==> src/rtl/derm_pkg.sv <==
// Shared types and constants for the dual-edge chopper RPM meter.
package derm_pkg;

  // Event kinds carried on the input stream.
  typedef enum logic [1:0] {
    OP_START = 2'd0,
    OP_STOP  = 2'd1,
    OP_RISE  = 2'd2,
    OP_FALL  = 2'd3
  } op_t;

  // Configuration register indexes.
  localparam logic CFG_OPENINGS = 1'b0;
  localparam logic CFG_AVERAGE  = 1'b1;

  // Field widths fixed by the stream format.
  localparam int TS_W     = 32;
  localparam int FREQ_W   = 54;
  localparam int CFG_W    = 8;
  localparam int CNT_W    = 16;
  localparam int OUT_DATA_W = 88;

  // Arithmetic constants.
  localparam int US_PER_S  = 1000000;
  localparam int MAX_SCALE = 255;
  // Width of (up to 255) * 10^6, which stays below 2^28.
  localparam int SCALE_W   = 28;

  // Default parameter values.
  localparam int TIME_WIDTH_DEF = 32;
  localparam int FRAC_BITS_DEF  = 16;

endpackage

==> src/rtl/dual_edge_rpm_meter.sv <==
// Top level of the dual-edge chopper RPM meter: event handling, sequencer and result register.
//
//  Channel  Signals                     Contents
//  cfg      cfg_we/addr/wdata           0 openings, 1 average_revs
//  s        s_tvalid/tready/tdata/tuser timestamp_us in tdata, operation in tuser
//  m        m_tvalid/tready/tdata/tuser time, frequency, pair flag; channel in tuser
//
// Start, stop, ignored edges, reference edges and counted edges without
// averaging that close nothing are handled in the idle state. With averaging,
// a counted edge first runs CNT_W divider steps for the count modulo and
// returns to idle when it closes nothing. A closing edge then runs NUM_W steps
// (28 + FRAC_BITS) of the same restoring divider; a zero interval skips the
// quotient. The input is not ready until the result has entered the output
// register, so a stalled receiver holds the input off while a result waits
// there. rst clears all control state synchronously.
module dual_edge_rpm_meter #(
  parameter int TIME_WIDTH = derm_pkg::TIME_WIDTH_DEF,
  parameter int FRAC_BITS  = derm_pkg::FRAC_BITS_DEF
) (
  input  logic                             clk,
  input  logic                             rst,
  input  logic                             cfg_we,
  input  logic                             cfg_addr,
  input  logic [derm_pkg::CFG_W-1:0]       cfg_wdata,
  input  logic                             s_tvalid,
  output logic                             s_tready,
  input  logic [derm_pkg::TS_W-1:0]        s_tdata,  // [31:0] timestamp_us
  input  logic [1:0]                       s_tuser,  // [1:0] operation
  output logic                             m_tvalid,
  input  logic                             m_tready,
  output logic [derm_pkg::OUT_DATA_W-1:0]  m_tdata,  // [31:0] measure_time_us,
                                                     // [85:32] freq_q16,
                                                     // [86] pair_complete, [87] zero
  output logic [0:0]                       m_tuser   // [0] channel
);

  import derm_pkg::*;

  localparam int NUM_W  = SCALE_W + FRAC_BITS;
  localparam int DEN_W  = TIME_WIDTH + CFG_W;
  localparam int STEP_W = $clog2(NUM_W + 1);
  localparam logic [FREQ_W-1:0] FREQ_MAX = FREQ_W'(MAX_SCALE * US_PER_S) << FRAC_BITS;

  typedef enum logic [4:0] {
    S_IDLE  = 5'b00001,
    S_MOD   = 5'b00010,
    S_CLOSE = 5'b00100,
    S_DIV   = 5'b01000,
    S_DONE  = 5'b10000
  } state_t;

  state_t state;

  // Configuration registers.
  logic [CFG_W-1:0] openings;
  logic [CFG_W-1:0] average_revs;

  // Measurement state.
  logic                  measuring;
  logic                  skip_rise;
  logic [TIME_WIDTH-1:0] ref_time [2];
  logic [1:0]            ref_valid;
  logic [CNT_W-1:0]      edge_count [2];
  logic [1:0]            fresh;

  // Item being worked on.
  logic                  cur_ch;
  logic [TIME_WIDTH-1:0] cur_ts;
  logic [TIME_WIDTH-1:0] interval;
  logic [FREQ_W-1:0]     freq;
  logic                  pair;

  // Output register.
  logic                  out_ch;
  logic [TS_W-1:0]       out_time;
  logic [FREQ_W-1:0]     out_freq;
  logic                  out_pair;

  // Decode of the incoming item.
  op_t                   op;
  logic                  in_xfer;
  logic                  is_edge;
  logic                  ch;
  logic [TIME_WIDTH-1:0] ts_w;
  logic [CNT_W-1:0]      cnt_inc;
  logic [CFG_W-1:0]      slots;
  logic [CNT_W-1:0]      period;
  logic [SCALE_W-1:0]    scale;
  logic [1:0]            fresh_now;

  // Divider interface.
  logic              div_start;
  logic [STEP_W-1:0] div_steps;
  logic [NUM_W-1:0]  div_num;
  logic [DEN_W-1:0]  div_den;
  logic              div_done;
  logic [NUM_W-1:0]  div_quo;
  logic [DEN_W-1:0]  div_rem;

  assign s_tready = (state == S_IDLE);
  assign in_xfer  = s_tvalid && s_tready;

  always_comb begin
    op        = op_t'(s_tuser);
    is_edge   = (op == OP_RISE) || (op == OP_FALL);
    ch        = (op == OP_FALL);
    ts_w      = TIME_WIDTH'(s_tdata);
    cnt_inc   = edge_count[ch] + CNT_W'(1);
    slots     = (openings == '0) ? CFG_W'(1) : openings;
    period    = CNT_W'(average_revs) * CNT_W'(slots);
    scale     = SCALE_W'(((average_revs == '0) ? CFG_W'(1) : average_revs) * US_PER_S);
    fresh_now = fresh;
    fresh_now[cur_ch] = 1'b1;
  end

  // An averaging edge needs the count modulo; a closing edge needs the quotient.
  always_comb begin
    div_start = 1'b0;
    if (state == S_IDLE) begin
      div_steps = STEP_W'(CNT_W);
      div_num   = {cnt_inc, {(NUM_W - CNT_W){1'b0}}};
      div_den   = DEN_W'(period);
      if (in_xfer && is_edge && measuring && !(op == OP_RISE && skip_rise) &&
          ref_valid[ch] && average_revs != '0 && cnt_inc != '0) begin
        div_start = 1'b1;
      end
    end else begin
      div_steps = STEP_W'(NUM_W);
      div_num   = NUM_W'(scale) << FRAC_BITS;
      div_den   = (average_revs == '0) ? DEN_W'(slots) * DEN_W'(interval)
                                       : DEN_W'(interval);
      if (state == S_CLOSE && interval != '0) begin
        div_start = 1'b1;
      end
    end
  end

  derm_divider #(
    .NUM_W  (NUM_W),
    .DEN_W  (DEN_W),
    .STEP_W (STEP_W)
  ) u_div (
    .clk       (clk),
    .rst       (rst),
    .start     (div_start),
    .steps     (div_steps),
    .dividend  (div_num),
    .divisor   (div_den),
    .done      (div_done),
    .quotient  (div_quo),
    .remainder (div_rem)
  );

  // Configuration writes.
  always_ff @(posedge clk) begin
    if (rst) begin
      openings     <= CFG_W'(1);
      average_revs <= '0;
    end else if (cfg_we) begin
      unique case (cfg_addr)
        CFG_OPENINGS: openings     <= cfg_wdata;
        CFG_AVERAGE:  average_revs <= cfg_wdata;
        default:      openings     <= openings;
      endcase
    end
  end

  // Sequencer and measurement state.
  always_ff @(posedge clk) begin
    if (rst) begin
      state      <= S_IDLE;
      measuring  <= 1'b0;
      skip_rise  <= 1'b0;
      ref_valid  <= '0;
      fresh      <= '0;
      ref_time   <= '{default: '0};
      edge_count <= '{default: '0};
      m_tvalid   <= 1'b0;
    end else begin
      // Result valid: set when a result is loaded, cleared when it is taken.
      if (state == S_DONE && (!m_tvalid || m_tready)) begin
        m_tvalid <= 1'b1;
      end else if (m_tvalid && m_tready) begin
        m_tvalid <= 1'b0;
      end
      unique case (state)
        S_IDLE: begin
          if (in_xfer) begin
            cur_ch   <= ch;
            cur_ts   <= ts_w;
            interval <= ts_w - ref_time[ch];
            if (op == OP_START) begin
              measuring  <= 1'b1;
              skip_rise  <= 1'b1;
              ref_valid  <= '0;
              ref_time   <= '{default: '0};
              edge_count <= '{default: '0};
            end else if (op == OP_STOP) begin
              measuring <= 1'b0;
            end else if (measuring) begin
              if (op == OP_RISE && skip_rise) begin
                skip_rise <= 1'b0;
              end else if (!ref_valid[ch]) begin
                ref_time[ch]  <= ts_w;
                ref_valid[ch] <= 1'b1;
              end else begin
                edge_count[ch] <= cnt_inc;
                if (average_revs == '0) begin
                  if (cnt_inc == CNT_W'(1)) begin
                    state <= S_CLOSE;
                  end
                end else if (cnt_inc != '0) begin
                  state <= S_MOD;
                end
              end
            end
          end
        end
        S_MOD: begin
          if (div_done) begin
            state <= (div_rem == '0) ? S_CLOSE : S_IDLE;
          end
        end
        S_CLOSE: begin
          ref_time[cur_ch]   <= cur_ts;
          edge_count[cur_ch] <= '0;
          if (fresh_now == 2'b11) begin
            fresh <= '0;
            pair  <= 1'b1;
          end else begin
            fresh <= fresh_now;
            pair  <= 1'b0;
          end
          if (interval == '0) begin
            freq  <= FREQ_MAX;
            state <= S_DONE;
          end else begin
            state <= S_DIV;
          end
        end
        S_DIV: begin
          if (div_done) begin
            freq  <= FREQ_W'(div_quo);
            state <= S_DONE;
          end
        end
        S_DONE: begin
          // Hand over to the output register once the previous result has gone out.
          if (!m_tvalid || m_tready) begin
            state <= S_IDLE;
          end
        end
        default: state <= S_IDLE;
      endcase
    end
  end

  // Output payload register.
  always_ff @(posedge clk) begin
    if (state == S_DONE && (!m_tvalid || m_tready)) begin
      out_ch   <= cur_ch;
      out_time <= TS_W'(cur_ts);
      out_freq <= freq;
      out_pair <= pair;
    end
  end

  assign m_tdata = {{(OUT_DATA_W - TS_W - FREQ_W - 1){1'b0}}, out_pair, out_freq, out_time};
  assign m_tuser = out_ch;

endmodule

==> src/rtl/derm_divider.sv <==
// Bit-serial restoring divider shared for the count modulo and the frequency quotient.
module derm_divider #(
  parameter int NUM_W  = 44,
  parameter int DEN_W  = 40,
  parameter int STEP_W = 6
) (
  input  logic              clk,
  input  logic              rst,
  input  logic              start,
  input  logic [STEP_W-1:0] steps,
  input  logic [NUM_W-1:0]  dividend,
  input  logic [DEN_W-1:0]  divisor,
  output logic              done,
  output logic [NUM_W-1:0]  quotient,
  output logic [DEN_W-1:0]  remainder
);

  logic              busy;
  logic [STEP_W-1:0] cnt;
  logic [NUM_W-1:0]  quo;
  logic [DEN_W-1:0]  rem;
  logic [DEN_W-1:0]  den;
  logic [DEN_W+1:0]  diff;
  logic              ge;
  logic [DEN_W-1:0]  rem_next;

  // One trial subtraction per cycle on the shifted partial remainder.
  always_comb begin
    diff     = {1'b0, rem, quo[NUM_W-1]} - {2'b00, den};
    ge       = ~diff[DEN_W+1];
    rem_next = ge ? diff[DEN_W-1:0] : {rem[DEN_W-2:0], quo[NUM_W-1]};
  end

  // Control: load on start, then shift out one quotient bit per cycle.
  always_ff @(posedge clk) begin
    if (rst) begin
      busy <= 1'b0;
      done <= 1'b0;
      cnt  <= '0;
    end else begin
      done <= busy && (cnt == STEP_W'(1));
      if (start) begin
        busy <= 1'b1;
        cnt  <= steps;
      end else if (busy) begin
        cnt <= cnt - STEP_W'(1);
        if (cnt == STEP_W'(1)) begin
          busy <= 1'b0;
        end
      end
    end
  end

  // Datapath registers.
  always_ff @(posedge clk) begin
    if (start) begin
      quo <= dividend;
      rem <= '0;
      den <= divisor;
    end else if (busy) begin
      quo <= {quo[NUM_W-2:0], ge};
      rem <= rem_next;
    end
  end

  assign quotient  = quo;
  assign remainder = rem;

endmodule

==> config.mk <==
export PLATFORM = sky130hd
export DESIGN_NAME = dual_edge_rpm_meter
export DESIGN_NICKNAME = d
export VERILOG_FILES = /design/src/rtl/derm_pkg.sv /design/src/rtl/dual_edge_rpm_meter.sv /design/src/rtl/derm_divider.sv
export SDC_FILE = /design/constraint.sdc
export NUM_CORES = 2
export LEC_CHECK = 0
export ABC_AREA = 1
export BUFFER_PORTS_ARGS = -buffer_cell sky130_fd_sc_hd__clkbuf_2
export CAP_MARGIN = 20
export CORE_MARGIN = 2
export CORE_UTILIZATION = 60
export DETAILED_ROUTE_END_ITERATION = 16
export HOLD_SLACK_MARGIN = 0.12
export PLACE_DENSITY = 0.78
export SLEW_MARGIN = 20
export SYNTH_ARGS = -nofsm -noshare
export SYNTH_HDL_FRONTEND = slang
export SYNTH_SLANG_ARGS = --single-unit
==> constraint.sdc <==
create_clock -name clk -period 12.9 [get_ports clk]
set_input_delay 0.645 -clock clk [delete_from_list [all_inputs] [get_ports clk]]
set_output_delay 0.645 -clock clk [all_outputs]
set_load 0.02 [all_outputs]
Word level (Yosys, flattened, before mapping)
Cells that the tools add are included.
{"block": "totals", "ff_bits": 464, "input_bits": 48, "wordCells": 219}
{"block": "op_classes", "n_addsub": 4, "n_mul": 3, "order_cmp": 8, "n_eq_ne": 31, "mux": 87, "n_bitwise": 10, "n_reduce_logical": 47}
{"operator": "32-bit 2-to-1 mux", "count": 12}
{"operator": "64-bit 2-to-1 mux", "count": 6}
{"operator": "44-bit 2-to-1 mux", "count": 3}
{"operator": "64-bit bitwise mux", "count": 2}
{"operator": "64-bit one-hot mux with 2 select lines", "count": 1}
{"operator": "54-bit 2-to-1 mux", "count": 2}
{"operator": "54-bit one-hot mux with 2 select lines", "count": 1}
{"operator": "16-bit 2-to-1 mux", "count": 6}
{"operator": "5-bit 2-to-1 mux", "count": 13}
{"operator": "32-bit demux with 1-bit select", "count": 2}
{"operator": "32-bit one-hot mux with 2 select lines", "count": 1}
{"operator": "41-bit by 40-bit subtractor with 42-bit output", "count": 1}
{"operator": "40-bit zero test", "count": 1}
{"operator": "8-bit by 32-bit multiplier with 40-bit output", "count": 1}
{"operator": "40-bit 2-to-1 mux", "count": 1}
{"operator": "32-bit AND", "count": 1}
{"operator": "32-bit bitwise mux", "count": 1}
{"operator": "16-bit demux with 1-bit select", "count": 2}
{"operator": "32-bit zero test", "count": 1}
{"operator": "32-bit NOT", "count": 1}
{"operator": "32-bit nonzero test", "count": 1}
{"operator": "32-bit subtractor", "count": 1}
{"operator": "5-bit one-hot mux with 5 select lines", "count": 1}
{"operator": "8-bit by 14-bit multiplier with 22-bit output (second input constant)", "count": 1}
{"operator": "other kinds (45)", "count": 127}

Depth between registers and ports, before layout
{"block": "logic_depth", "depth_word": 16, "mapped_depth": 30}

By module
From an unflattened synthesis, not the netlist that was laid out.
{"block": "hier_totals", "cells_unflattened": 4772, "area_unflattened_um2": 36302.3}
{"mod": "dual_edge_rpm_meter", "instances": 1, "cells_each": 3462, "area_each_um2": 27493.9, "seq_area_each_um2": 8127.8}
{"mod": "derm_divider", "instances": 1, "cells_each": 1310, "area_each_um2": 8808.4, "seq_area_each_um2": 3483.3}

Least setup slack after synthesis
OpenSTA, ideal clock, no wires.
{"block": "synth_timing", "kind": "reg-to-reg", "start": "register average_revs[6]", "end": "register u_div.quo[38] (netlist: u_div.quotient[38]) (data pin)", "setup_time_ns": 0.256, "arrival_time_ns": 5.076, "t_required_ns": 12.644, "setup_slack_ns": 7.568, "stages_incl_launch_ff": 31, "n_path_buf": 4, "synth_period_minus_slack_ns": 5.332, "path_cell_list": "dfxtp_1 buf_1 inv_1 ha_1 nand2_1 nor3_1 and2_1 clkbuf_1 inv_1 clkbuf_1 clkbuf_1 nand2_1 inv_1 ha_1 inv_1 fa_1 inv_1 ha_1 inv_1 fa_1 inv_1 ha_1 a21oi_1 o21ai_0 a21oi_1 inv_1 or2_2 nand3_1 o21ai_0 nand2_1 o21ai_1"}
{"block": "synth_between", "elab_chain_cells": 6}
{"item": "start, declared", "line_no": "dual_edge_rpm_meter.sv:56", "source": "logic [CFG_W-1:0] average_revs;"}
{"item": "start signal, assigned", "line_no": "dual_edge_rpm_meter.sv:162", "source": "CFG_AVERAGE: average_revs <= cfg_wdata;"}
{"item": "parallel branches: the longest is 5 deep, another holds 8-bit by 14-bit multiplier with 22-bit output"}
{"item": "44-bit 2-to-1 mux (*)", "line_no": "derm_divider.sv:56", "source": "if (start) begin"}
{"item": "end signal, assigned", "line_no": "derm_divider.sv:57", "source": "quo <= dividend;"}
{"item": "end signal, assigned", "line_no": "derm_divider.sv:61", "source": "quo <= {quo[NUM_W-2:0], ge};"}
{"item": "end, declared", "line_no": "derm_divider.sv:20", "source": "logic [NUM_W-1:0] quo;"}
Every way passes the cells marked *.
A chain may end at the register's enable or synchronous reset.

Final worst setup path
{"block": "layout_timing", "start": "register openings[2]", "end": "register u_div.den[29] (data pin)"}
{"block": "layout_between", "elab_chain_cells": 4}
{"item": "start, declared", "line_no": "dual_edge_rpm_meter.sv:55", "source": "logic [CFG_W-1:0] openings;"}
{"item": "start signal, assigned", "line_no": "dual_edge_rpm_meter.sv:161", "source": "CFG_OPENINGS: openings <= cfg_wdata;"}
{"item": "start signal, assigned", "line_no": "dual_edge_rpm_meter.sv:163", "source": "default: openings <= openings;"}
{"item": "8-bit zero test", "line_no": "dual_edge_rpm_meter.sv:109", "source": "slots = (openings == '0) ? CFG_W'(1) : openings;"}
{"item": "8-bit 2-to-1 mux (*)", "line_no": "dual_edge_rpm_meter.sv:109"}
{"item": "8-bit by 32-bit multiplier with 40-bit output (*)", "line_no": "dual_edge_rpm_meter.sv:130", "source": "div_den = (average_revs == '0) ? DEN_W'(slots) * DEN_W'(interval)"}
{"item": "32-bit 2-to-1 mux (*)", "line_no": "dual_edge_rpm_meter.sv:130"}
{"item": "end signal, assigned", "line_no": "derm_divider.sv:59", "source": "den <= divisor;"}
{"item": "end, declared", "line_no": "derm_divider.sv:22", "source": "logic [DEN_W-1:0] den;"}
Mark *: on every way between the ends. The rest lies on a longest branch, timed or not.

==> results.py <==
metrics = {
    "clocking": {
        "htreeDepth": 2,
        "clock_latency_ns": 0.61,
        "cts_setup_buffers": 0,
        "cts_hold_buffers": 0,
        "cts_tree": "done",
        "clkSinkCount": 444,
        "path_clk_slew_ns": 0.07,
        "cts-root-buf": "clkbuf_16",
        "cts-root-to-sink-buffers": 3,
        "post_cts_resized": 0,
        "cts_buffers": 48,
    },
    "critical_path": {
        "critPathCapture": "u_div.den[29]$_SDFFCE_PP0P_",
        "crit_slowest_cell": "fa_1",
        "critPathRequiredTime_ns": 13.26,
        "rr_startpoint": "openings[2]$_SDFFE_PP0P_",
        "crit_chain": "buf_4 > inv_1 > a41oi_2 > buf_4 > inv_1 > nand2_1 > fa_1 > fa_1 > inv_1 > fa_1 > ha_1 > a21oi_1 > o21ai_1 > a21oi_1 > o21ai_1 > a21boi_0 > o21ai_1 > nand2_1 > nand2_1 > nand2_1 > nand3_1 > nand2_1 > inv_1",
        "critPathCaptureType": "register",
        "crit_family": "compound AO/OA/AOI/OAI gates",
        "regToRegSetupSlack_ns": 6.88,
        "reg2reg_depth": 23,
        "cp_max_fo": 41,
        "cp.arrival_ns": 6.38,
        "crit_path_frequent_cell": "nand2_1",
        "critPathLaunchType": "register",
        "path_depth": 23,
        "critical_path.startpoint": "openings[2]$_SDFFE_PP0P_",
        "r2r_end": "u_div.den[29]$_SDFFCE_PP0P_",
        "crit_type": "register to register",
        "critPathMaxStageDelay_ns": 0.56,
        "cp_num_buf_inv": 6,
    },
    "cells_and_area": {
        "layout.nets": 4880,
        "fin_util_pct": 65.2,
        "area_growth_pct": 7.68,
        "regArea_um2": 11600,
        "multi_input_area_um2": 19100,
        "post-route-cell-area_um2": 37400,
        "layout_common_cells": "905 x nand2_1, 853 x inv_1, 321 x nor2_1",
        "fillCellCount": 4931,
        "final_layout_size_suffix_gt1_share_pct": 6.75,
        "fin_cells": 5183,
        "mostFrequentLayoutCell": "nand2_1",
    },
    "detailed_routing": {
        "via_per_inst": 5.62,
        "drt_iter0_markers": 2474,
        "drc": 0,
        "routedWlPerCell_um": 17.2,
        "vias": 29100,
        "dr.pass1.iters": 6,
        "wl_um": 89400,
        "ant_nets": 0,
    },
    "floorplanning": {
        "core_um2": 57500,
        "die_w_um": 245,
        "die_area_um2": 59900,
        "rows": 88,
        "io_pins": 139,
        "die_h_um": 245,
        "start_util_pct": 60.5,
    },
    "placement": {
        "dp_hpwl_um": 66200,
        "placed_area_um2": 35800,
        "port_buffers": 127,
        "place_inst": 5091,
        "place.gp.congestion": 0.994,
    },
    "yosys": {
        "synthArstFlopShare_pct": 0,
        "netlist_instances": 4354,
        "syn_area_per_cell_um2": 7.99,
        "yosys_warnings": 0,
        "synth_edf_count": 272,
        "synth_ff_type": "edfxtp_1",
        "ys_seq_area_share_pct": 33.4,
        "synth_area_um2": 34800,
        "ys_ff_latch": 444,
        "synth_cell_types": 52,
    },
    "timing": {
        "whs_ns": 0.278,
        "slew_headroom_pct": 28.8,
        "rsz0062_at_grt": "false",
        "tightest_slew_ns": 1.07,
        "drv_slew": 0,
        "setup_violations": 0,
        "fin_crit_sh_pct": 46.6,
        "skew_ns": 0.0289,
        "min_period_ns": 6.02,
        "tns_ns": 0,
        "fmax_mhz": 166,
        "final_hold_viol_count": 0,
    },
    "grt": {
        "grt_pass1_wl_um": 147000,
        "grt_pass1_vias": 28600,
        "grt_max_degree": 98,
        "antenna_found_initial": 7,
        "grtUsageTotal_pct": 30.2,
        "overflow": 0,
    },
    "pwr": {
        "power_density_nw_per_um2": 167,
        "cellLeakagePower_nw": 18.7,
        "ir_worst_vdd_v": 0.000169,
    },
    "worst_hold_path": {
        "min_path_cells": 1,
        "hold_class": "input pin to register",
    },
    "job": {
        "max_cap_violations": 0,
    },
    "status": {
        "status": "finished, final reports clean",
    },
}
worst register-to-register path, stage by stage, from the launching register on:
cell	delay (ns)
dfxtp_1	0.31
buf_4	0.46
inv_1	0.15
a41oi_2	0.40
buf_4	0.43
inv_1	0.18
nand2_1	0.14
fa_1	0.43
fa_1	0.56
inv_1	0.05
fa_1	0.45
ha_1	0.35
a21oi_1	0.13
o21ai_1	0.18
a21oi_1	0.29
o21ai_1	0.13
a21boi_0	0.48
o21ai_1	0.21
nand2_1	0.12
nand2_1	0.06
nand2_1	0.06
nand3_1	0.06
nand2_1	0.12
inv_1	0.04
flip-flops by register name, indices dropped and copies added, names as in the netlist, 2 cells and up:
register / count
state: 5
ref_time: 64
openings: 8
out_time: 32
freq: 44
fresh: 2
edge_count: 32
out_freq: 44
average_revs: 8
u_div.quotient: 44
u_div.remainder: 40
cur_ts: 32
interval: 32
u_div.den: 40
ref_valid: 2
u_div.cnt: 6
Yosys cell counts (65+ instances only):
master      n  area, µm²
nand2_1   905       3400
inv_1     854       3210
nor2_1    325       1220
a21oi_1   285       1430
edfxtp_1  272       8170
o21ai_0   241       1210
fa_1      234       4680
ha_1      222       2780
dfxtp_1   172       3440
clkbuf_1  137        514
nand3_1   134        671
a221oi_1   65        569
area by class of cell:
cell class / instances / share of cell area [%]
diodes: 5 / 0.0334
repair buffers: 161 / 2.38
clock buffers: 59 / 3.32
clock inverters: 28 / 0.912
well taps: 765 / 2.56
inverters: 865 / 8.67
flip-flops and latches: 444 / 31.0
multi-input cells: 2856 / 51.1
logic make-up after synthesis:
| group | synth area share (%) |
|---|---|
| other | 0.0108 |
| adder cells (fa/ha/maj) | 21.5 |
| flip-flops | 33.4 |
| buffers and inverters | 11.8 |
| XOR/XNOR | 2.27 |
| AND/OR/NAND/NOR | 17.8 |
| AO/OA/AOI/OAI | 13.3 |
worst min-delay path by stage:
stage	from	to
finish	s_tdata[18]	cur_ts[18]$_DFFE_PP_
global route	s_tdata[18]	cur_ts[18]$_DFFE_PP_
CTS	cfg_wdata[0]	openings[0]$_SDFFE_PP1P_
detailed placement	freq[0]$_SDFFCE_PN0P_	out_freq[0]$_DFFE_PP_
global placement	freq[13]$_SDFFCE_PN0P_	out_freq[13]$_DFFE_PP_
floorplan	freq[0]$_SDFFCE_PN0P_	out_freq[0]$_DFFE_PP_
where the power goes:
part | switching (W) | leakage (nW) | internal (W)
Combinational | 0.00194 | 14.1 | 0.00102
Sequential | 0.000179 | 3.87 | 0.00172
Clock | 0.000592 | 0.764 | 0.000811
Total | 0.00271 | 18.7 | 0.00355
metal layers:
| metal | GRT usage, % | vias to the layer above | part of all wire, % |
|---|---|---|---|
| li1 | - | 14000 | - |
| met1 | 40.6 | 13900 | 43 |
| met2 | 50.1 | 1080 | 47 |
| met3 | 3.95 | 205 | 6.8 |
| met4 | 11.4 | 2 | 3.6 |
| met5 | 0 | - | 0.015 |
per-stage QoR:
stage / total power (W) / worst slack (ns)
floorplan: 0.00404 / 7.57
global placement: 0.00477 / 7.16
detailed placement: 0.00481 / 6.99
CTS: 0.00623 / 6.97
global route: 0.00672 / 6.49
finish: 0.00626 / 6.88
Power figures use the tool's default switching activity.
